===== src/sv/bpca_pkg.sv =====
// shared types and constants for the cached buffer allocator
package bpca_pkg;

  localparam int NUM_BUFS    = 1024;
  localparam int BUF_W       = 10;
  localparam int FILL_W      = 11;
  localparam int THREADS     = 4;
  localparam int THR_W       = 2;
  localparam int CACHE_DEPTH = 64;
  localparam int CIDX_W      = 6;
  localparam int CFILL_W     = 7;
  localparam int MAX_SEGS    = 16;
  localparam int NSEG_W      = 5;
  localparam int POS_W       = 4;
  localparam int CFG_W       = 17;
  localparam int CFG_IDX_W   = 3;

  localparam logic [1:0] CMD_ALLOC     = 2'd0;
  localparam logic [1:0] CMD_FREE      = 2'd1;
  localparam logic [1:0] CMD_PRECHARGE = 2'd2;
  localparam logic [1:0] CMD_FLUSH     = 2'd3;

  localparam logic [1:0] ST_OK        = 2'd0;
  localparam logic [1:0] ST_TOO_LARGE = 2'd1;
  localparam logic [1:0] ST_NO_BUFS   = 2'd2;

  localparam logic [CFG_IDX_W-1:0] REG_SEG_DATA  = 3'd0;
  localparam logic [CFG_IDX_W-1:0] REG_HEAD_ROOM = 3'd1;
  localparam logic [CFG_IDX_W-1:0] REG_TAIL_ROOM = 3'd2;
  localparam logic [CFG_IDX_W-1:0] REG_SINGLE    = 3'd3;
  localparam logic [CFG_IDX_W-1:0] REG_MAX_TOTAL = 3'd4;
  localparam logic [CFG_IDX_W-1:0] REG_KEEP      = 3'd5;
  localparam logic [CFG_IDX_W-1:0] REG_FLUSH     = 3'd6;

  typedef struct packed {
    logic [15:0] seg_data_bytes;
    logic [9:0]  head_room;
    logic [9:0]  tail_room;
    logic        single_segment_only;
    logic [16:0] max_total_len;
    logic [4:0]  cache_keep;
    logic [5:0]  cache_flush;
  } cfg_t;

  typedef struct packed {
    logic [1:0]        cmd;
    logic [THR_W-1:0]  thread;
    logic [BUF_W-1:0]  buffer_index;
    logic              too_large;
    logic [NSEG_W-1:0] nsegs;
  } job_t;

endpackage


===== src/sv/bpca_queue.sv =====
// two-entry job queue between front and back end
module bpca_queue import bpca_pkg::*; (
  input  logic clk,
  input  logic rst,
  input  logic push,
  input  job_t din,
  output logic full,
  input  logic pop,
  output job_t dout,
  output logic empty
);

  job_t       slot [2];
  logic       wr_ptr;
  logic       rd_ptr;
  logic [1:0] count;

  assign full  = (count == 2'd2);
  assign empty = (count == 2'd0);
  assign dout  = slot[rd_ptr];

  always_ff @(posedge clk) begin
    if (rst) begin
      wr_ptr <= 1'b0;
      rd_ptr <= 1'b0;
      count  <= 2'd0;
    end else begin
      if (push) wr_ptr <= ~wr_ptr;
      if (pop) rd_ptr <= ~rd_ptr;
      case ({push, pop})
        2'b10:   count <= count + 2'd1;
        2'b01:   count <= count - 2'd1;
        default: count <= count;
      endcase
    end
  end

  always_ff @(posedge clk) begin
    if (push) slot[wr_ptr] <= din;
  end

endmodule


===== config.mk =====
export PLATFORM = sky130hd
export DESIGN_NAME = bpca_queue
export DESIGN_NICKNAME = d
export VERILOG_FILES = /design/src/sv/bpca_pkg.sv /design/src/sv/bpca_queue.sv
export SDC_FILE = /design/constraint.sdc
export NUM_CORES = 1
export LEC_CHECK = 0
export BUFFER_PORTS_ARGS = -buffer_cell sky130_fd_sc_hd__buf_2
export CORE_ASPECT_RATIO = 1.2
export CORE_MARGIN = 5
export CORE_UTILIZATION = 40
export DETAILED_ROUTE_END_ITERATION = 16
export PLACE_DENSITY_LB_ADDON = 0.2
export SYNTH_ARGS = -nofsm -noshare
export SYNTH_HDL_FRONTEND = slang
export SYNTH_SLANG_ARGS = --single-unit

===== constraint.sdc =====
create_clock -name clk -period 3.95 [get_ports clk]
set_input_delay 0.395 -clock clk [delete_from_list [all_inputs] [get_ports clk]]
set_output_delay 0.395 -clock clk [all_outputs]
set_load 0.02 [all_outputs]

==> run_results.csv, run 1 <==
group,metric,value,unit
outcome,outcome,"finished, final reports clean",
layout,syn_to_final_growth,21.9,%
setup_path,crit_arrival,1.77,ns
clocking,cts_buffers,5,
grt,grt_pass1_vias,918,
drt,dr.pass1.iters,4,
sta,slew_headroom,32.0,%
clocking,clkLatencyLatePin,0.28,ns
floorplanning,die_height,80.2,um
power,p_comb_share,13.7,%
sta,setup_tns,0,ns
grt,grt_usage,11.0,%
clocking,cts_setup_buffers,0,
clocking,clkTransAtPathRegs,0.07,ns
floorplanning,coreArea,0.00397,mm^2
sta,hold_ws,0.294,ns
setup_path,slowest_stage,"dfxtp_1",
layout,multi_input_area,329,um^2
setup_path,path_class,"reg -> out",
logic_synthesis,yosysSeqAreaShare,79.3,%
clocking,htreeDepth,2,
job,drv_cap,0,
layout,final.fill_count,374,
layout,layout.nets,159,
placed_design,place_ws,2.04,ns
logic_synthesis,synth_cells,84,
grt,grt-ovfl-total,0,
drt,drt-initial-drc-count,23,
drt,dr_total_vias,853,
layout,final_cell_mix,"45 x buf_2, 40 x edfxtp_1, 20 x mux2_2",
sta,tightest_slew,1.02,ns
sta,slew_viol_final,0,
drt,routed_wl,2700,um
power,clkPwrFrac,26.2,%
power,power.switching,0.000223,W
layout,diodes,0,
grt,grt_first_pass_wirelength,4220,um
power,swShare,23.5,%
sta,setup_viol,0,
sta,final.setup.worst_slack,1.78,ns
logic_synthesis,yosysWarnings,0,
logic_synthesis,netlist_area,0.00164,mm^2
power,internal-power,0.000726,W
sta,finalCriticalPeriod,2.17,ns
sta,clock_skew,0.00283,ns
floorplanning,die_w,68.5,um
clocking,cts_resized,0,
layout,seqCellArea,0.00130,mm^2
drt,wl_per_cell,14.4,um
power,vdd_drop_max,230,uV
hold_path,hold_class,"in -> reg",
power,total_power,0.000948,W
drt,drc_errors,0,
sta,rsz0062_at_grt,"no",
logic_synthesis,synth_nets,109,
sta,hold_viol,0,
sta,period_share,54.9,%
drt,ant_nets,0,
sta,max_freq,0.461,GHz
layout,drive_gt1_share,54.9,%
grt,antenna_found_initial,0,
setup_path,rrSetupSlack,2.44,ns
placed_design,gp_congestion,0.622,
power,power.leakage,0.756,nW
placed_design,dpl.cell_count,181,
layout,final_common_cell,"buf_2",
clocking,clock-sinks,45,
setup_path,cp_slowest_stage_delay,0.90,ns
setup_path,end_kind,"output port",
clocking,hold_buffers,0,
clocking,tritoncts,"yes",
floorplanning,dieArea,0.00549,mm^2
floorplanning,start_util,41.3,%
power,power.density,474,mW/mm^2
setup_path,cp-start-kind,"register",
setup_path,worstPathMaxFanout,20,
power,p_seq_share,60.1,%
logic_synthesis,synth_cell_types,14,
setup_path,cp.required,3.56,ns
floorplanning,rows,25,
setup_path,path_cells,"mux2_2 > buf_2",
floorplanning,io-pin-count,46,
drt,viasPerCell,4.56,
logic_synthesis,synth-seq-cells,45,
clocking,root_buffer,"clkbuf_8",
grt,grt_max_degree,21,
layout,final_cells,187,
placed_design,io_buffers,45,
clocking,cts_buffer_depth,2,
logic_synthesis,avgSynthCellArea,19.5,um^2
-- power by group through the flow --
stage	sequential [W]	clock (W)	combinational [W]
floorplan	0.000570	0	0.0000921
global placement	0.000579	0	0.000130
detailed placement	0.000581	0	0.000133
CTS	0.000570	0.000261	0.000134
global route	0.000573	0.000283	0.000142
finish	0.000570	0.000249	0.000130
-- registers in the layout (all words and copies together), names as in the netlist, named ones only --
name and count:
rd_ptr 1, wr_ptr 1, count 2, slot 40
-- per-stage QoR --
| stage | area [um^2] | util, % |
|---|---|---|
| after global routing | 2000 | 50.4 |
| after global placement | 1930 | 48.5 |
| after floorplan | 1640 | - |
| after CTS | 2000 | 50.4 |
| final | 2000 | 50.4 |
| after detailed placement | 1930 | 48.5 |
-- critical path, delay by kind of cell, from the launching register on --
family / cells / cell delay, ns
flops: 1 / 0.90
mux: 1 / 0.42
buf+inv: 1 / 0.16
-- area by class of cell --
class / count / area share, %
well taps: 54 / 3.38
flip-flops and latches: 45 / 65.0
clock inverters: 1 / 0.250
clock buffers: 5 / 3.44
repair buffers: 45 / 11.3
multi-input cells: 36 / 16.4
inverters: 1 / 0.188
-- worst paths after layout --
path,to,cells past startpoint,start
max,dout[2],2,register
min,slot[0][16],1,din[16]
max reg2reg,slot[0][8],1,wr_ptr
min reg2reg,register,2,rd_ptr
-- synth_stat cells --
library cell	count	area (um^2)
a21oi_1	1	5.00
o21ai_0	1	5.00
nor2_1	6	22.5
inv_1	1	3.75
mux2_2	20	225
ha_1	1	12.5
xor2_1	1	8.76
and2b_2	1	8.76
or3_1	1	6.26
xnor2_1	3	26.3
dfxtp_1	5	100
and2_1	1	6.26
edfxtp_1	40	1200
buf_2	2	10.0
-- metal layers --
| layer | up-vias | routed length, um | GRT usage, % |
|---|---|---|---|
| met5 | - | 0 | 0 |
| met4 | 0 | 21 | 5.37 |
| met3 | 2 | 215 | 5.03 |
| met2 | 27 | 1480 | 18.8 |
| met1 | 411 | 984 | 10.7 |
| li1 | 413 | - | - |
-- logic make-up (layout without fill, tap and decap cells) --
logic type	count (synthesis)	in the layout	share of synthesized area [%]
DFF	45	45	79.3
and+or+nand+nor	9	9	2.67
adders and majority gates	1	1	0.762
xor gates and xnor gates	4	4	2.13
buffers and inverters	3	52	0.838
AOI/OAI and AO/OA	2	2	0.609
muxes	20	20	13.7
(Power assumes the default switching activity.)
==> inputs of run 2 (changes only) <==
==> constraint.sdc (replaced) <==
create_clock -name clk -period 2 [get_ports clk]
set_input_delay 0.2 -clock clk [delete_from_list [all_inputs] [get_ports clk]]
set_output_delay 0.2 -clock clk [all_outputs]
set_load 0.02 [all_outputs]
==> run 2 against run 1 <==
Effect of this change: first-iteration DRC count increased by 57%; cell count increased by 3.7%; critical path depth increased by 1; critical path type unchanged; sequential share of layout area decreased by 2.2 points; critical endpoint is now dout[12]; clock skew about the same; total power increased by 110%; wire length increased by 1.3%.
==> run_results.csv, run 2 (same netlist as run 1, synthesis figures left out) <==
group,metric,value,unit
outcome,outcome,"finished, final reports clean",
setup_path,path_class,"reg -> out",
setup_path,cp.required,1.80,ns
clocking,tritoncts,"yes",
floorplanning,start_util,41.3,%
clocking,clock-sinks,45,
sta,slew_viol_final,0,
floorplanning,io-pin-count,46,
clocking,cts_resized,0,
clocking,root_buffer,"clkbuf_8",
floorplanning,die_height,80.2,um
clocking,hold_buffers,0,
clocking,cts_buffers,5,
hold_path,whs_path_depth,1,
hold_path,hold_class,"in -> reg",
sta,setup_viol,0,
setup_path,cp-start-kind,"register",
hold_path,hold_start,"din[2]",
power,clkPwrFrac,31.6,%
drt,dr_total_vias,877,
floorplanning,coreArea,0.00397,mm^2
clocking,htreeDepth,2,
placed_design,io_buffers,45,
sta,period_share,76.8,%
clocking,cts_buffer_depth,2,
layout,diodes,0,
drt,drt-initial-drc-count,36,
placed_design,hpwl,1990,um
sta,max_freq,0.651,GHz
sta,clock_skew,0.00295,ns
floorplanning,die_w,68.5,um
placed_design,gp_congestion,0.629,
power,swShare,22.3,%
placed_design,dpl.cell_count,186,
layout,final_common_cell,"buf_2",
drt,dr.pass1.iters,3,
setup_path,r2r_start,"wr_ptr",
sta,tightest_slew,0.441,ns
layout,fin_util,52.1,%
setup_path,cp_slowest_stage_delay,0.36,ns
layout,final.fill_count,349,
sta,rsz0062_at_grt,"no",
power,vdd_drop_max,531,uV
layout,top_regs,"slot: 40 flops, count: 2 flops",
placed_design,placed_cell_area,0.00196,mm^2
sta,slew_headroom,70.6,%
power,power.leakage,0.795,nW
clocking,clkTransAtPathRegs,0.08,ns
drt,viasPerCell,4.52,
drt,wl_per_cell,14.1,um
setup_path,end_kind,"output port",
power,p_comb_share,13.9,%
power,p_seq_share,54.5,%
grt,grt_max_degree,21,
setup_path,rr_worst_depth,2,
setup_path,path_cells,"buf_4 > mux2_2 > buf_2",
setup_path,worstPathMaxFanout,11,
sta,finalCriticalPeriod,1.54,ns
setup_path,cp.depth,3,
layout,regMostFlops,"slot",
grt,grt_first_pass_wirelength,4300,um
drt,drc_errors,0,
power,power.switching,0.000454,W
floorplanning,rows,25,
layout,final_cells,194,
grt,grt_pass1_vias,977,
layout,syn_to_final_growth,26.1,%
layout,seqCellArea,0.00130,mm^2
sta,hold_viol,0,
layout,multi_input_area,329,um^2
grt,antenna_found_initial,0,
job,drv_cap,0,
sta,setup_tns,0,ns
layout,final_area,0.00207,mm^2
clocking,cts_setup_buffers,0,
setup_path,slowest_stage,"mux2_2",
power,internal-power,0.00158,W
grt,grt_usage,10.9,%
clocking,clkLatencyLatePin,0.29,ns
setup_path,crit_family,"buffers and inverters",
setup_path,crit_arrival,1.34,ns
grt,grt-ovfl-total,0,
layout,layout.nets,164,
power,power.density,983,mW/mm^2
layout,final_cell_mix,"45 x buf_2, 40 x edfxtp_1, 20 x mux2_2",
floorplanning,dieArea,0.00549,mm^2
layout,largest_reg_flops,40,
sta,hold_ws,0.0987,ns
setup_path,crit_buf_inv,2,
drt,ant_nets,0,
drt,routed_wl,2730,um
layout,drive_gt1_share,55.7,%
## run 2: cell count changes in the layout (fill, tap and decap cells not counted), sizes merged
cell and delta:
bufinv +1, clkbuf +1, buf +5
## run 2: metal layers
metal	up-vias	GRT usage (%)	share of wire [%]
li1	423	-	-
met1	420	10.3	38
met2	29	19.3	54
met3	5	5.45	7.3
met4	0	4.77	1.1
met5	-	0	0
## run 2: worst paths after layout
path	end	slack, ns
setup / recovery	dout[12]	0.46
hold / removal	slot[1][2]	0.1
setup reg to reg	slot[1][11]	0.67
hold reg to reg	register	0.51
## run 2: layout make-up
type	instances	area share, %
Inverter	1	0.181
Tap cell	54	3.26
Multi-Input combinational cell	36	15.9
Clock buffer	6	3.50
Timing Repair Buffer	50	12.7
Clock inverter	2	1.63
Sequential cell	45	62.8
## run 2: through the flow
stage                     total power [W]  setup slack, ns
after CTS                         0.00207            0.438
after floorplan                   0.00131            0.414
after detailed placement          0.00142            0.639
after global placement            0.00141            0.689
after global routing              0.00213            0.386
final                             0.00203            0.464
## run 2: worst register-to-register path: stages, from the launching register on
cell	delay (ns)
dfxtp_1	0.38
and2_1	0.42
buf_4	0.25
## run 2: power groups by stage
stage          Combinational, W  Clock, W  Sequential (W)
6_report               0.000283  0.000642         0.00111
5_1_grt                0.000306  0.000709         0.00112
4_1_cts                0.000289  0.000666         0.00111
3_5_place_dp           0.000287         0         0.00113
3_3_place_gp           0.000285         0         0.00113
2_1_floorplan          0.000182         0         0.00113
==> inputs of run 3 (changes only) <==
==> constraint.sdc (replaced) <==
create_clock -name clk -period 1.5 [get_ports clk]
set_input_delay 0.15 -clock clk [delete_from_list [all_inputs] [get_ports clk]]
set_output_delay 0.15 -clock clk [all_outputs]
set_load 0.02 [all_outputs]
==> run 3 against run 2 <==
Effect of this change: die area stayed put; count of clock-buffer cells in the layout down 1; clock power grew 60%; worst setup slack got worse by 0.42 ns; sequential power up 33%; utilization rose by 1.9 points; global-route usage fell by 0.41 points; wire length up 1.8%; via count decreased by 0.46%; largest cell class unchanged.
==> run_results.csv, run 3 (same netlist as run 1, synthesis figures left out) <==
group,metric,value,unit
drt,viasPerCell,4.48,
sta,max_freq,0.686,GHz
hold_path,hold_class,"in -> reg",
floorplanning,coreArea,0.00397,mm^2
floorplanning,start_util,41.3,%
layout,top_regs,"slot: 40 flops, count: 2 flops",
grt,grt_first_pass_wirelength,4020,um
floorplanning,die_w,68.5,um
drt,drc_errors,0,
grt,grt_usage,10.5,%
sta,setup_tns,0,ns
sta,hold_viol,0,
layout,largest_reg_flops,40,
clocking,tritoncts,"yes",
layout,final_cell_mix,"44 x buf_2, 40 x edfxtp_1, 20 x mux2_2, 5 x nor2_1, 5 x clkbuf_8",
drt,routed_wl,2780,um
sta,period_share,97.2,%
layout,multi_input_area,329,um^2
drt,dr_total_vias,873,
setup_path,worstPathMaxFanout,10,
grt,use_met3,4.34,%
sta,final.setup.worst_slack,0.0419,ns
setup_path,rr_worst_depth,3,
sta,slew_headroom,87.5,%
layout,drive_gt1_share,58.2,%
layout,layout.nets,165,
power,vdd_drop_max,885,uV
setup_path,path_class,"reg -> out",
clocking,htreeDepth,2,
power,power.leakage,0.828,nW
floorplanning,die_height,80.2,um
clocking,cts_setup_buffers,0,
layout,syn_to_final_growth,30.7,%
setup_path,end_kind,"output port",
setup_path,cp-start-kind,"register",
sta,clock_skew,0.00567,ns
clocking,clkLatencyLatePin,0.29,ns
grt,antenna_found_initial,0,
hold_path,whs_path_depth,1,
placed_design,place_ws,0.275,ns
setup_path,cp.required,1.35,ns
drt,ant_nets,0,
power,power.density,1360,mW/mm^2
sta,setup_viol,0,
setup_path,rrSetupSlack,0.47,ns
placed_design,hpwl,1980,um
placed_design,gp_congestion,0.602,
floorplanning,io-pin-count,46,
grt,grt_max_degree,21,
clocking,cts_buffers,5,
sta,tightest_slew,0.185,ns
layout,final.fill_count,338,
job,drv_cap,0,
layout,diodes,0,
layout,final_common_cell,"buf_2",
placed_design,io_buffers,45,
clocking,clkTransAtPathRegs,0.08,ns
drt,wl_per_cell,14.3,um
layout,regMostFlops,"slot",
grt,grt-ovfl-total,0,
grt,busiest_layer,"met2",
clocking,clock-sinks,45,
grt,grt_pass1_vias,934,
clocking,root_buffer,"clkbuf_8",
sta,slew_viol_final,0,
floorplanning,rows,25,
floorplanning,dieArea,0.00549,mm^2
sta,rsz0062_at_grt,"yes",
sta,finalCriticalPeriod,1.46,ns
clocking,cts_buffer_depth,2,
drt,drt-initial-drc-count,32,
outcome,outcome,"finished, final reports clean",
drt,dr.pass1.iters,4,
layout,seqCellArea,0.00131,mm^2
grt,met2_usage,19.0,%
setup_path,crit_arrival,1.31,ns
grt,met1_usage,9.14,%
-- run 3: repair_timing --
item                                    in CTS  in global routing
gates resized for setup                      0                  4
endpoints found under the setup margin       0                 20
hold buffers                                 0                  0
-- run 3: worst paths after layout --
| check | start | to |
|---|---|---|
| max | register | dout[15] |
| min | din[6] | slot[0][6] |
| max reg2reg | count[0] | count[1] |
| min reg2reg | rd_ptr | rd_ptr |
-- run 3: stage by stage --
stage | hold slack [ns] | cells | total power (W) | utilization (%) | cell area [um^2]
6_report | 0.0419 | 195 | 0.00291 | 54.0 | 2150
5_1_grt | 0.0291 | 195 | 0.00304 | 54.0 | 2150
4_1_cts | 0.0346 | 194 | 0.00293 | 53.1 | 2110
3_5_place_dp | 0.343 | 186 | 0.00190 | 49.8 | 1980
3_3_place_gp | 0.338 | 186 | 0.00189 | 49.8 | 1980
2_1_floorplan | 0.219 | 84 | 0.00174 | - | 1640
-- run 3: per-layer routing --
layer / wire length, um / vias up / share of wire [%]
li1: - / 426 / -
met1: 954 / 415 / 34
met2: 1560 / 26 / 56
met3: 211 / 6 / 7.6
met4: 55 / 0 / 2.0
met5: 0 / - / 0
-- run 3: final cells by class --
cell class	count	share of cell area [%]
Inverter	1	0.175
Clock inverter	3	3.03
Timing Repair Buffer	51	14.3
Multi-Input combinational cell	36	15.3
Sequential cell	45	60.8
Tap cell	54	3.15
Clock buffer	5	3.21
-- run 3: report_power, final --
part | internal, W | switching (W)
logic | 0.000185 | 0.000217
clock network | 0.000661 | 0.000366
registers | 0.00145 | 0.0000306
-- run 3: critical path, stage by stage, from the launching register on --
cell,delay [ns]
dfxtp_4,0.38
clkbuf_16,0.16
mux2_2,0.32
buf_2,0.16
