**src/sv/bpca_pkg.sv**
```systemverilog
// shared types and constants for the cached buffer allocator
package bpca_pkg;

  localparam int NUM_BUFS    = 1024;
  localparam int BUF_W       = 10;
  localparam int FILL_W      = 11;
  localparam int THREADS     = 4;
  localparam int THR_W       = 2;
  localparam int CACHE_DEPTH = 64;
  localparam int CIDX_W      = 6;
  localparam int CFILL_W     = 7;
  localparam int MAX_SEGS    = 16;
  localparam int NSEG_W      = 5;
  localparam int POS_W       = 4;
  localparam int CFG_W       = 17;
  localparam int CFG_IDX_W   = 3;

  localparam logic [1:0] CMD_ALLOC     = 2'd0;
  localparam logic [1:0] CMD_FREE      = 2'd1;
  localparam logic [1:0] CMD_PRECHARGE = 2'd2;
  localparam logic [1:0] CMD_FLUSH     = 2'd3;

  localparam logic [1:0] ST_OK        = 2'd0;
  localparam logic [1:0] ST_TOO_LARGE = 2'd1;
  localparam logic [1:0] ST_NO_BUFS   = 2'd2;

  localparam logic [CFG_IDX_W-1:0] REG_SEG_DATA  = 3'd0;
  localparam logic [CFG_IDX_W-1:0] REG_HEAD_ROOM = 3'd1;
  localparam logic [CFG_IDX_W-1:0] REG_TAIL_ROOM = 3'd2;
  localparam logic [CFG_IDX_W-1:0] REG_SINGLE    = 3'd3;
  localparam logic [CFG_IDX_W-1:0] REG_MAX_TOTAL = 3'd4;
  localparam logic [CFG_IDX_W-1:0] REG_KEEP      = 3'd5;
  localparam logic [CFG_IDX_W-1:0] REG_FLUSH     = 3'd6;

  typedef struct packed {
    logic [15:0] seg_data_bytes;
    logic [9:0]  head_room;
    logic [9:0]  tail_room;
    logic        single_segment_only;
    logic [16:0] max_total_len;
    logic [4:0]  cache_keep;
    logic [5:0]  cache_flush;
  } cfg_t;

  typedef struct packed {
    logic [1:0]        cmd;
    logic [THR_W-1:0]  thread;
    logic [BUF_W-1:0]  buffer_index;
    logic              too_large;
    logic [NSEG_W-1:0] nsegs;
  } job_t;

endpackage

```
**src/sv/bpca_req_if.sv**
```systemverilog
// request channel interface
interface bpca_req_if import bpca_pkg::*; ();
  logic        valid;
  logic        ready;
  logic [1:0]  cmd;
  logic [1:0]  thread;
  logic [15:0] request_size;
  logic [9:0]  buffer_index;

  modport source (output valid, cmd, thread, request_size, buffer_index, input ready);
  modport sink (input valid, cmd, thread, request_size, buffer_index, output ready);
endinterface

```
**src/sv/bpca_front.sv**
```systemverilog
// front end: accepts requests, sizes allocations, classifies jobs
module bpca_front import bpca_pkg::*; (
  input  logic   clk,
  input  logic   rst,
  input  cfg_t   cfg,
  bpca_req_if.sink req,
  output logic   q_push,
  output job_t   q_din,
  input  logic   q_full
);

  localparam logic [1:0] FS_IDLE = 2'd0;
  localparam logic [1:0] FS_DIV  = 2'd1;
  localparam logic [1:0] FS_PUSH = 2'd2;

  logic [1:0]  state;
  job_t        job;
  logic [16:0] rem;
  logic [16:0] total;
  logic        big;

  always_comb begin
    total = (req.request_size == 16'd0) ? 17'd0 :
            17'(cfg.head_room) + 17'(req.request_size) + 17'(cfg.tail_room);
    big = cfg.single_segment_only ? (total > {1'b0, cfg.seg_data_bytes})
                                  : (total > cfg.max_total_len);
  end

  assign req.ready = (state == FS_IDLE);
  assign q_push    = (state == FS_PUSH) && !q_full;
  assign q_din     = job;

  always_ff @(posedge clk) begin
    if (rst) begin
      state <= FS_IDLE;
    end else begin
      case (state)
        FS_IDLE: begin
          if (req.valid) begin
            if (req.cmd == CMD_ALLOC && !big && total != 17'd0 &&
                cfg.seg_data_bytes != 16'd0) begin
              state <= FS_DIV;
            end else begin
              state <= FS_PUSH;
            end
          end
        end
        FS_DIV: begin
          // one segment subtracted per cycle, stops at the segment limit
          if (rem <= {1'b0, cfg.seg_data_bytes} || job.nsegs == NSEG_W'(MAX_SEGS)) begin
            state <= FS_PUSH;
          end
        end
        FS_PUSH: begin
          if (!q_full) state <= FS_IDLE;
        end
        default: state <= FS_IDLE;
      endcase
    end
  end

  always_ff @(posedge clk) begin
    case (state)
      FS_IDLE: begin
        if (req.valid) begin
          job.cmd          <= req.cmd;
          job.thread       <= req.thread;
          job.buffer_index <= req.buffer_index;
          job.too_large    <= (req.cmd == CMD_ALLOC) && big;
          job.nsegs        <= NSEG_W'(1);
          rem              <= total;
        end
      end
      FS_DIV: begin
        if (rem > {1'b0, cfg.seg_data_bytes}) begin
          rem <= rem - {1'b0, cfg.seg_data_bytes};
          if (job.nsegs == NSEG_W'(MAX_SEGS)) begin
            job.too_large <= 1'b1;
          end else begin
            job.nsegs <= job.nsegs + NSEG_W'(1);
          end
        end
      end
      default: ;
    endcase
  end

endmodule

```
**src/flat_wrapper.sv**
```systemverilog
// flat-port wrapper written by rule: the top's interface ports become plain ports
module bpca_front_flat import bpca_pkg::*;
  (clk, rst, cfg, q_push, q_din, q_full, req_valid, req_cmd, req_thread, req_request_size, req_buffer_index, req_ready);
  bpca_req_if req_i ();
  input  logic clk;
  input  logic rst;
  input  cfg_t cfg;
  output logic q_push;
  output job_t q_din;
  input  logic q_full;
  input wire logic [$bits(req_i.valid)-1:0] req_valid;
  input wire logic [$bits(req_i.cmd)-1:0] req_cmd;
  input wire logic [$bits(req_i.thread)-1:0] req_thread;
  input wire logic [$bits(req_i.request_size)-1:0] req_request_size;
  input wire logic [$bits(req_i.buffer_index)-1:0] req_buffer_index;
  output wire logic [$bits(req_i.ready)-1:0] req_ready;
  assign req_i.valid = req_valid;
  assign req_i.cmd = req_cmd;
  assign req_i.thread = req_thread;
  assign req_i.request_size = req_request_size;
  assign req_i.buffer_index = req_buffer_index;
  assign req_ready = req_i.ready;
  bpca_front u_core (.clk(clk), .rst(rst), .cfg(cfg), .req(req_i), .q_push(q_push), .q_din(q_din), .q_full(q_full));
endmodule
```
**config.mk**
```make
export PLATFORM = sky130hd
export DESIGN_NAME = bpca_front_flat
export DESIGN_NICKNAME = d
export VERILOG_FILES = /design/src/sv/bpca_pkg.sv /design/src/sv/bpca_req_if.sv /design/src/sv/bpca_front.sv /design/src/flat_wrapper.sv
export SDC_FILE = /design/constraint.sdc
export NUM_CORES = 1
export LEC_CHECK = 0
export BUFFER_PORTS_ARGS = -buffer_cell sky130_fd_sc_hd__buf_2
export CAP_MARGIN = 5
export CORE_ASPECT_RATIO = 0.8
export CORE_MARGIN = 10
export CORE_UTILIZATION = 49
export DETAILED_ROUTE_END_ITERATION = 7
export PLACE_DENSITY = 0.88
export SKIP_CTS_REPAIR_TIMING = 1
export SYNTH_ARGS = -nofsm -noshare
export SYNTH_HDL_FRONTEND = slang
export SYNTH_SLANG_ARGS = --single-unit
export TNS_END_PERCENT = 5
```
**constraint.sdc**
```tcl
create_clock -name clk -period 4.2 [get_ports clk]
set_clock_uncertainty 0.2 [all_clocks]
set_input_delay 0.84 -clock clk [delete_from_list [all_inputs] [get_ports clk]]
set_output_delay 0.84 -clock clk [all_outputs]
set_load 0.005 [all_outputs]
```
==> results.sh, run 1 <==
export IMPL_dieArea_mm2=0.01278
export IMPL_post_route_min_period_ns=4.590
export IMPL_p_switching_uw=829.8
export IMPL_holdPathStages=2
export IMPL_synth_top_area_share_pct=26.25
export IMPL_cts_clk_slew_worst_paths_ns=0.09
export IMPL_whs_ns=0.4580
export IMPL_clockRootBuffer="clkbuf_8"
export IMPL_powerDensity_mw_per_mm2=372.9
export IMPL_final_hold_viol_count=0
export IMPL_worstPathRequired_ns=4.01
export IMPL_clock_path_buffers=2
export IMPL_clockPowerShare_pct=16.1
export IMPL_numPortBuffers=109
export IMPL_drive_above_1_share_pct=30.85
export IMPL_slew_violations=0
export IMPL_vdd_drop_max_mv=0.1628
export IMPL_worstSetupPathType="in -> reg"
export IMPL_final_setup_viol_count=3
export IMPL_grt_overflow_total=0
export IMPL_crit_fanout=5
export IMPL_power_leakage_uw=0.002617
export IMPL_layoutNonFillerInstCount=757
export IMPL_synth_distinct_cells=56
export IMPL_final_nets=816
export IMPL_viasPerCell=5.952
export IMPL_cellInternalPower_uw=1239
export IMPL_switching_share_pct=40.11
export IMPL_drt_iter0_drc=430
export IMPL_grt_pass1_vias=4690
export IMPL_violations="negative setup slack"
export IMPL_synth_warnings=0
export IMPL_synth_area_leader_cell="edfxtp_1"
export IMPL_netlist_top_cells_area="edfxtp_1, ha_1, fa_1, inv_1, nor2_1"
export IMPL_post_dp_hpwl_mm=11.42
export IMPL_synth_ff_type="edfxtp_1"
export IMPL_placedInstanceArea_mm2=0.005339
export IMPL_h_tree_depth=2
export IMPL_avgSynthCellArea_um2=8.892
export IMPL_drc_errors=0
export IMPL_dpl_cell_count=747
export IMPL_startpoint_type="input port"
export IMPL_max_slew_worst_pin_slew_ns=1.145
export IMPL_antennaDiodeCount=0
export IMPL_synthTopCellsByCount="ha_1, inv_1, nor2_1"
export IMPL_die_y_um=103.1
export IMPL_endpoint_kind="register"
export IMPL_final_area_mm2=0.005549
export IMPL_area_delta_synth_final_pct=31.10
export IMPL_start_util_pct=50.12
export IMPL_comb_power_share_pct=58.6
export IMPL_syn_cell_area_mm2=0.004233
export IMPL_rsz0062_at_grt="yes"
export IMPL_timing_final_ws_setup_ns=-0.3901
export IMPL_dr_pass1_iters=7
export IMPL_hp_class="reg -> reg"
export IMPL_syn_inst=476
export IMPL_clkLatencyLatePin_ns=0.31
export IMPL_yosysSeqAreaShare_pct=27.19
export IMPL_antenna_found_initial=0
export IMPL_grt_max_degree=31
export IMPL_synth_edf_count=37
export IMPL_timing_final_crit_share_pct=109.3
export IMPL_avgRoutedWirePerCell_um=18.39
export IMPL_yosysMostFrequentCell="ha_1"
export IMPL_max_freq_mhz=217.9
export IMPL_cts_tree="yes"
export IMPL_outcome="finished, violations left"
export IMPL_rows=30
export IMPL_synth_seq_cells=39
export IMPL_gp_congestion=0.9555
export IMPL_synth_nets=648
export IMPL_totalWireLength_mm=13.93
export IMPL_seqPwrFrac_pct=25.3
export IMPL_clock_sinks=39
export IMPL_vias=4506
export IMPL_ant_nets=0
export IMPL_io_pins=121
export IMPL_numCtsBuffers=5
export IMPL_drv_cap=0
export IMPL_grt_usage_pct=21.01
export IMPL_async_flop_share_pct=0
export IMPL_maxSlewHeadroom_pct=23.68
export IMPL_reg2reg_depth=10
export IMPL_grt_pass1_wl_mm=21.69
export IMPL_core_mm2=0.008446
export IMPL_cp_arrival_ns=4.40
export IMPL_die_w_um=123.9
placed cells by master, fill, tap and decap left out, types with 6 or more instances in the layout:
cell | netlist | final
nand2_1 | 35 | 35
ha_1 | 61 | 60
nand4_1 | 15 | 15
inv_1 | 47 | 47
nor3_1 | 7 | 7
a21oi_1 | 27 | 26
nor4_1 | 9 | 9
o31ai_1 | 6 | 6
o21ai_1 | 20 | 20
nor2_1 | 46 | 42
o21a_1 | 13 | 12
nor2b_1 | 10 | 10
buf_4 | 0 | 59
a21o_1 | 10 | 10
fa_1 | 12 | 10
nand3_1 | 11 | 11
o21ai_0 | 8 | 7
edfxtp_1 | 37 | 37
xor2_1 | 11 | 9
xnor2_1 | 10 | 10
buf_2 | 0 | 108
metal layers:
layer | vias to the layer above | global-route usage [%] | part of all wire [%]
met5 | - | 0 | 0
met4 | 0 | 6.714 | 2.0
met3 | 34 | 4.105 | 10
met2 | 249 | 38.02 | 50
met1 | 2124 | 24.36 | 38
li1 | 2099 | - | -
layout make-up:
class | instances | area, µm²
multi-input combinational | 383 | 2970
fill | 657 | 2897
sequential | 39 | 1151
timing repair buffer | 168 | 994.7
inverter | 47 | 176.4
tap | 112 | 140.1
clock buffer | 5 | 68.82
clock inverter | 3 | 47.55
metrics by stage:
stage / power (µW) / setup WS, ns / setup TNS, ns / util (%)
floorplan: 1237 / -0.2534 / -0.7048 / -
global placement: 1598 / -0.6504 / -1.847 / 63.21
detailed placement: 1676 / -0.8182 / -2.382 / 63.21
CTS: 2014 / -0.5147 / -1.501 / 64.59
global route: 2209 / -0.5745 / -1.697 / 65.70
finish: 2069 / -0.3901 / -1.088 / 65.70
state kept, by name, indices dropped and copies added, names as in the netlist:
name / count
u_core.q_din: 20
u_core.rem: 17
u_core.state: 2
cells by family (layout without fill, tap and decap cells):
group           count (synthesis)  in the layout  share of synthesized area [%]
compound gates                120            120                          19.07
xor+xnor                       21             21                          4.345
fa+ha+maj                      73             73                          23.71
buf+inv                        54            223                          4.789
flops                          39             39                          27.19
mux                             2              2                         0.4730
simple gates                  167            167                          20.43
critical path, stage by stage:
cell	delay, ns
buf_6	0.09
fa_1	0.47
ha_2	0.20
fa_2	0.37
a211oi_4	0.26
o21ai_2	0.14
a311oi_4	0.36
nor2_2	0.10
xor2_2	0.21
ha_1	0.29
nand4_1	0.14
nor2_2	0.17
nand4_1	0.14
o21a_1	0.22
o41ai_2	0.05
a32o_2	0.25
o31ai_1	0.09
power groups by stage:
stage / Clock (µW) / Sequential [µW] / Combinational [µW]
after detailed placement: 0 / 530 / 1150
after global placement: 0 / 525 / 1070
final: 332 / 524 / 1210
after global routing: 348 / 528 / 1330
after floorplan: 0 / 524 / 713
after CTS: 334 / 523 / 1160
path summary, 6_finish.rpt:
path / start / end / slack (ns)
worst max-delay path: cfg[40] / u_core.q_din[5] / -0.39
worst min-delay path: u_core.q_din[4] / u_core.q_din[4] / 0.46
worst max register to register: u_core.rem[1] / u_core.rem[4] / 1.15
worst min register to register: u_core.q_din[4] / u_core.q_din[4] / 0.46
Note: power is estimated with default switching activity, not from simulation.
==> inputs of run 2 (changes only) <==
--- a/config.mk
+++ b/config.mk
@@ -9,9 +9,9 @@
 export CAP_MARGIN = 5
 export CORE_ASPECT_RATIO = 0.8
 export CORE_MARGIN = 10
-export CORE_UTILIZATION = 49
+export CORE_UTILIZATION = 40
 export DETAILED_ROUTE_END_ITERATION = 7
-export PLACE_DENSITY = 0.88
+export PLACE_DENSITY = 0.76
 export SKIP_CTS_REPAIR_TIMING = 1
 export SYNTH_ARGS = -nofsm -noshare
 export SYNTH_HDL_FRONTEND = slang
==> run 2 against run 1 <==
The run still ends with negative setup slack left. Critical path depth is 1 lower. Via count decreased by 4.5%. Core utilization down 11 points. Sequential share of layout area down 0.44 points. First-iteration DRC count down 40%. Sequential power about the same. Non-clock buffer count increased by 1. Hold slack worse by 0.016 ns. Sequential cell count did not move. Critical path type unchanged.
==> results.sh, run 2 (synthesis results as in run 1) <==
export IMPL_clock_sinks=39
export IMPL_rr_endpoint="u_core.rem[10]"
export IMPL_final_setup_tns_ns=-1.019
export IMPL_antennaDiodeCount=0
export IMPL_max_freq_mhz=217.4
export IMPL_startpoint="cfg[40]"
export IMPL_worstSetupPathType="in -> reg"
export IMPL_drv_cap=0
export IMPL_largest_reg_flops=20
export IMPL_slew_violations=0
export IMPL_vias=4304
export IMPL_die_w_um=135.0
export IMPL_viasPerCell=5.476
export IMPL_vdd_drop_max_mv=0.1997
export IMPL_antenna_found_initial=0
export IMPL_rsz0062_at_grt="yes"
export IMPL_hp_class="reg -> reg"
export IMPL_io_pins=121
export IMPL_dr_pass1_iters=5
export IMPL_maxSlewHeadroom_pct=17.21
export IMPL_numPortBuffers=109
export IMPL_max_slew_worst_pin_slew_ns=1.242
export IMPL_final_common_cell="buf_2"
export IMPL_clockRootBuffer="clkbuf_16"
export IMPL_grt_overflow_total=0
export IMPL_totalWireLength_mm=13.52
export IMPL_cts_clk_slew_worst_paths_ns=0.06
export IMPL_final_hold_viol_count=0
export IMPL_h_tree_depth=2
export IMPL_die_y_um=112.0
export IMPL_grt_pass1_vias=4459
export IMPL_rrSetupSlack_ns=1.12
export IMPL_drc_errors=0
export IMPL_grt_pass1_wl_mm=21.70
export IMPL_placedInstanceArea_mm2=0.005389
export IMPL_timing_final_ws_setup_ns=-0.3998
export IMPL_numCtsBuffers=5
export IMPL_post_dp_hpwl_mm=11.19
export IMPL_rows=33
export IMPL_clkLatencyLatePin_ns=0.28
export IMPL_worstPathRequired_ns=4.12
export IMPL_nFillCells=905
export IMPL_cts_tree="yes"
export IMPL_layout_common_cells="buf_2, buf_4, ha_1, inv_1, nor2_1"
export IMPL_final_setup_viol_count=3
export IMPL_grt_max_degree=31
export IMPL_avgRoutedWirePerCell_um=17.20
export IMPL_power_leakage_uw=0.002653
export IMPL_crit_end="u_core.q_din[5]"
export IMPL_reg2reg_depth=10
export IMPL_cp_arrival_ns=4.52
export IMPL_start_util_pct=41.17
export IMPL_layoutNonFillerInstCount=786
export IMPL_r2r_start="u_core.rem[1]"
export IMPL_final_nets=817
export IMPL_final_area_mm2=0.005670
export IMPL_timing_final_crit_share_pct=109.5
export IMPL_area_delta_synth_final_pct=33.96
export IMPL_dieArea_mm2=0.01512
export IMPL_dpl_cell_count=777
export IMPL_outcome="finished, violations left"
export IMPL_endpoint_kind="register"
export IMPL_drt_iter0_drc=259
export IMPL_core_mm2=0.01028
export IMPL_startpoint_type="input port"
export IMPL_crit_fanout=4
export IMPL_ant_nets=0
export IMPL_clock_path_buffers=2
export IMPL_drive_above_1_share_pct=30.50
export IMPL_violations="negative setup slack"
export IMPL_gp_congestion=0.9527
export IMPL_grt_usage_pct=17.20
export IMPL_powerDensity_mw_per_mm2=385.4
export IMPL_post_route_min_period_ns=4.600
run 2: worst min path at each step:
stage,startpoint,to,cells past startpoint
floorplan,u_core.q_din[0],u_core.q_din[0],1
global placement,u_core.q_din[4],u_core.q_din[4],2
detailed placement,u_core.q_din[0],u_core.q_din[0],1
CTS,u_core.q_din[0],u_core.q_din[0],1
global route,u_core.q_din[4],u_core.q_din[4],2
finish,u_core.q_din[0],u_core.q_din[0],1
run 2: critical path, stage by stage:
cell	delay (ns)
buf_6	0.09
fa_1	0.48
ha_2	0.21
fa_2	0.37
a211oi_4	0.27
buf_4	0.16
o21bai_1	0.07
a21oi_1	0.18
xor2_1	0.22
nor2_1	0.11
ha_1	0.30
nand4_1	0.18
a211oi_1	0.43
o41ai_2	0.11
a32o_2	0.28
o31ai_2	0.22
run 2: final cells by class:
cell class                      instances  area [µm²]  area share, %
Clock buffer                            5       125.1          2.207
Clock inverter                          3       67.56          1.192
Inverter                               47       176.4          3.111
Multi-Input combinational cell        383        2967          52.32
Sequential cell                        39        1151          20.30
Tap cell                              140       175.2          3.089
Timing Repair Buffer                  169        1008          17.78
run 2: layer usage:
layer	global-route usage, %	wire length (µm)	share of wire (%)
met3	3.119	918	6.8
met5	0	0	0
met4	3.152	107	0.79
met2	30.18	6757	50
met1	21.64	5736	42
run 2: report_power, final:
group          internal [µW]  total (µW)  leakage (µW)  switching [µW]
Combinational            540        1160       0.00219             619
Clock                    341         505     0.0000900             164
Sequential               498         521      0.000370            22.8
Total                   1380        2190       0.00265             806
run 2: stage by stage:
step | util, % | setup slack [ns] | total power (µW) | hold slack, ns
after floorplan | - | -0.2534 | 1237 | 0.4121
after global placement | 52.42 | -0.6242 | 1592 | 0.4126
after detailed placement | 52.42 | -0.7057 | 1638 | 0.4274
after CTS | 54.29 | -0.4438 | 2150 | 0.4427
after global routing | 55.15 | -0.5263 | 2343 | 0.4955
final | 55.15 | -0.3998 | 2185 | 0.4419
==> inputs of run 3 (changes only) <==
--- a/config.mk
+++ b/config.mk
@@ -7,7 +7,6 @@
 export LEC_CHECK = 0
 export BUFFER_PORTS_ARGS = -buffer_cell sky130_fd_sc_hd__buf_2
 export CAP_MARGIN = 5
-export CORE_ASPECT_RATIO = 0.8
 export CORE_MARGIN = 10
 export CORE_UTILIZATION = 40
 export DETAILED_ROUTE_END_ITERATION = 7
==> run 3 against run 2 <==
Hold slack got worse by 0.0054 ns. Wire length decreased by 3.6%. First-iteration DRC count decreased by 14%. Clock power decreased by 35%. Maximum frequency increased by 2.3%. Critical endpoint unchanged. Combinational power about the same. Critical path depth increased by 2. Largest cell class unchanged. Sequential cell count unchanged. Non-clock buffer count unchanged. The run still ends with negative setup slack left.
==> results.sh, run 3 (synthesis results as in run 1) <==
export IMPL_numCtsBuffers=5
export IMPL_clock_path_buffers=2
export IMPL_min_delay_start="u_core.q_din[0]"
export IMPL_top_usage_layer="met2"
export IMPL_endpoint_kind="register"
export IMPL_path_cells="buf_2 > fa_1 > ha_2 > fa_2 > a211oi_4 > buf_4 > o21bai_1 > a21oi_1 > xor2_1 > nor2_2 > ha_1 > nand4_1 > nor2_2 > nand2_1 > o2111ai_1 > o221ai_1 > a32o_2 > o31ai_1"
export IMPL_clock_sinks=39
export IMPL_max_slew_worst_pin_slew_ns=1.186
export IMPL_final_nets=817
export IMPL_drc_errors=0
export IMPL_ant_nets=0
export IMPL_drt_iter0_drc=224
export IMPL_worstPathRequired_ns=4.14
export IMPL_hp_class="reg -> reg"
export IMPL_final_setup_tns_ns=-0.7740
export IMPL_clockRootBuffer="clkbuf_8"
export IMPL_rsz0062_at_grt="yes"
export IMPL_rows=37
export IMPL_start_util_pct=41.00
export IMPL_clkLatencyLatePin_ns=0.30
export IMPL_post_route_min_period_ns=4.495
export IMPL_grt_overflow_total=0
export IMPL_cp_arrival_ns=4.43
export IMPL_grt_max_degree=31
export IMPL_use_met1_pct=19.17
export IMPL_max_freq_mhz=222.5
export IMPL_grt_pass1_wl_mm=20.85
export IMPL_drv_cap=0
export IMPL_final_hold_viol_count=0
export IMPL_cts_tree="yes"
export IMPL_utilization_pct=53.81
export IMPL_numPortBuffers=109
export IMPL_drive_above_1_share_pct=30.19
export IMPL_post_dp_hpwl_mm=11.05
export IMPL_io_pins=121
export IMPL_layoutNonFillerInstCount=782
export IMPL_largest_reg_flops=20
export IMPL_worstSetupPathType="in -> reg"
export IMPL_r2r_start="u_core.rem[1]"
export IMPL_maxSlewHeadroom_pct=20.92
export IMPL_avgRoutedWirePerCell_um=16.66
export IMPL_dr_pass1_iters=7
export IMPL_totalWireLength_mm=13.03
export IMPL_cp_slowest_stage_delay_ns=0.47
export IMPL_violations="negative setup slack"
export IMPL_vias=4313
export IMPL_crit_fanout=3
export IMPL_die_w_um=122.9
export IMPL_dieArea_mm2=0.01510
export IMPL_cp_common_cell="nor2_2"
export IMPL_grt_usage_pct=16.80
export IMPL_die_y_um=122.9
export IMPL_dp_slack_ns=-0.7359
export IMPL_powerDensity_mw_per_mm2=365.9
export IMPL_timing_final_ws_setup_ns=-0.2954
export IMPL_final_setup_viol_count=3
export IMPL_h_tree_depth=2
export IMPL_final_common_cell="buf_2"
export IMPL_path_buf_inv=2
export IMPL_power_leakage_uw=0.002615
export IMPL_antennaDiodeCount=0
export IMPL_outcome="finished, violations left"
export IMPL_gp_congestion=0.9118
export IMPL_area_delta_synth_final_pct=31.24
export IMPL_vdd_drop_max_mv=0.1400
export IMPL_grtUsageMet2_pct=29.79
export IMPL_core_mm2=0.01032
export IMPL_cp_top_family="adder cells"
export IMPL_antenna_found_initial=0
export IMPL_grt_met3_usage_pct=3.489
export IMPL_viasPerCell=5.515
export IMPL_grt_pass1_vias=4546
export IMPL_timing_final_crit_share_pct=107.0
export IMPL_slew_violations=0
export IMPL_layout_common_cells="buf_2, ha_1, buf_4, inv_1, nor2_1"
export IMPL_dpl_cell_count=772
export IMPL_cts_clk_slew_worst_paths_ns=0.09
export IMPL_cpMaxStageDelayCell="fa_1"
export IMPL_startpoint="req_request_size[1]"
export IMPL_p_total_uw=2033
export IMPL_startpoint_type="input port"
==> run 3: routing by layer <==
layer | up-vias | share of wire (%) | wire length (µm)
li1 | 2105 | - | -
met1 | 1992 | 39 | 5128
met2 | 183 | 50 | 6481
met3 | 33 | 7.9 | 1029
met4 | 0 | 3.0 | 387
met5 | - | 0 | 0
==> run 3: per-stage QoR <==
stage	hold WS [ns]	area [µm²]
after floorplan	0.4121	4252
after global placement	0.4094	5376
after detailed placement	0.4147	5376
after CTS	0.4360	5489
after global routing	0.4843	5555
final	0.4365	5555
==> run 3: worst paths after layout <==
path                     end  slack, ns  depth (start not counted)
max          u_core.q_din[5]      -0.30                         18
min reg2reg  u_core.q_din[0]       0.44                          1
min          u_core.q_din[0]       0.44                          1
max reg2reg    u_core.rem[8]       1.23                         10
==> run 3: final cells by class <==
class	instances	area, µm²
clock buffer	5	68.82
clock inverter	3	43.79
fill	941	4768
inverter	47	176.4
multi-input combinational	383	2949
sequential	39	1151
tap	136	170.2
timing repair buffer	169	996.0
==> run 3: power by group <==
group	internal, µW	switching [µW]
sequential	498	22.3
clock	177	149
combinational	559	627
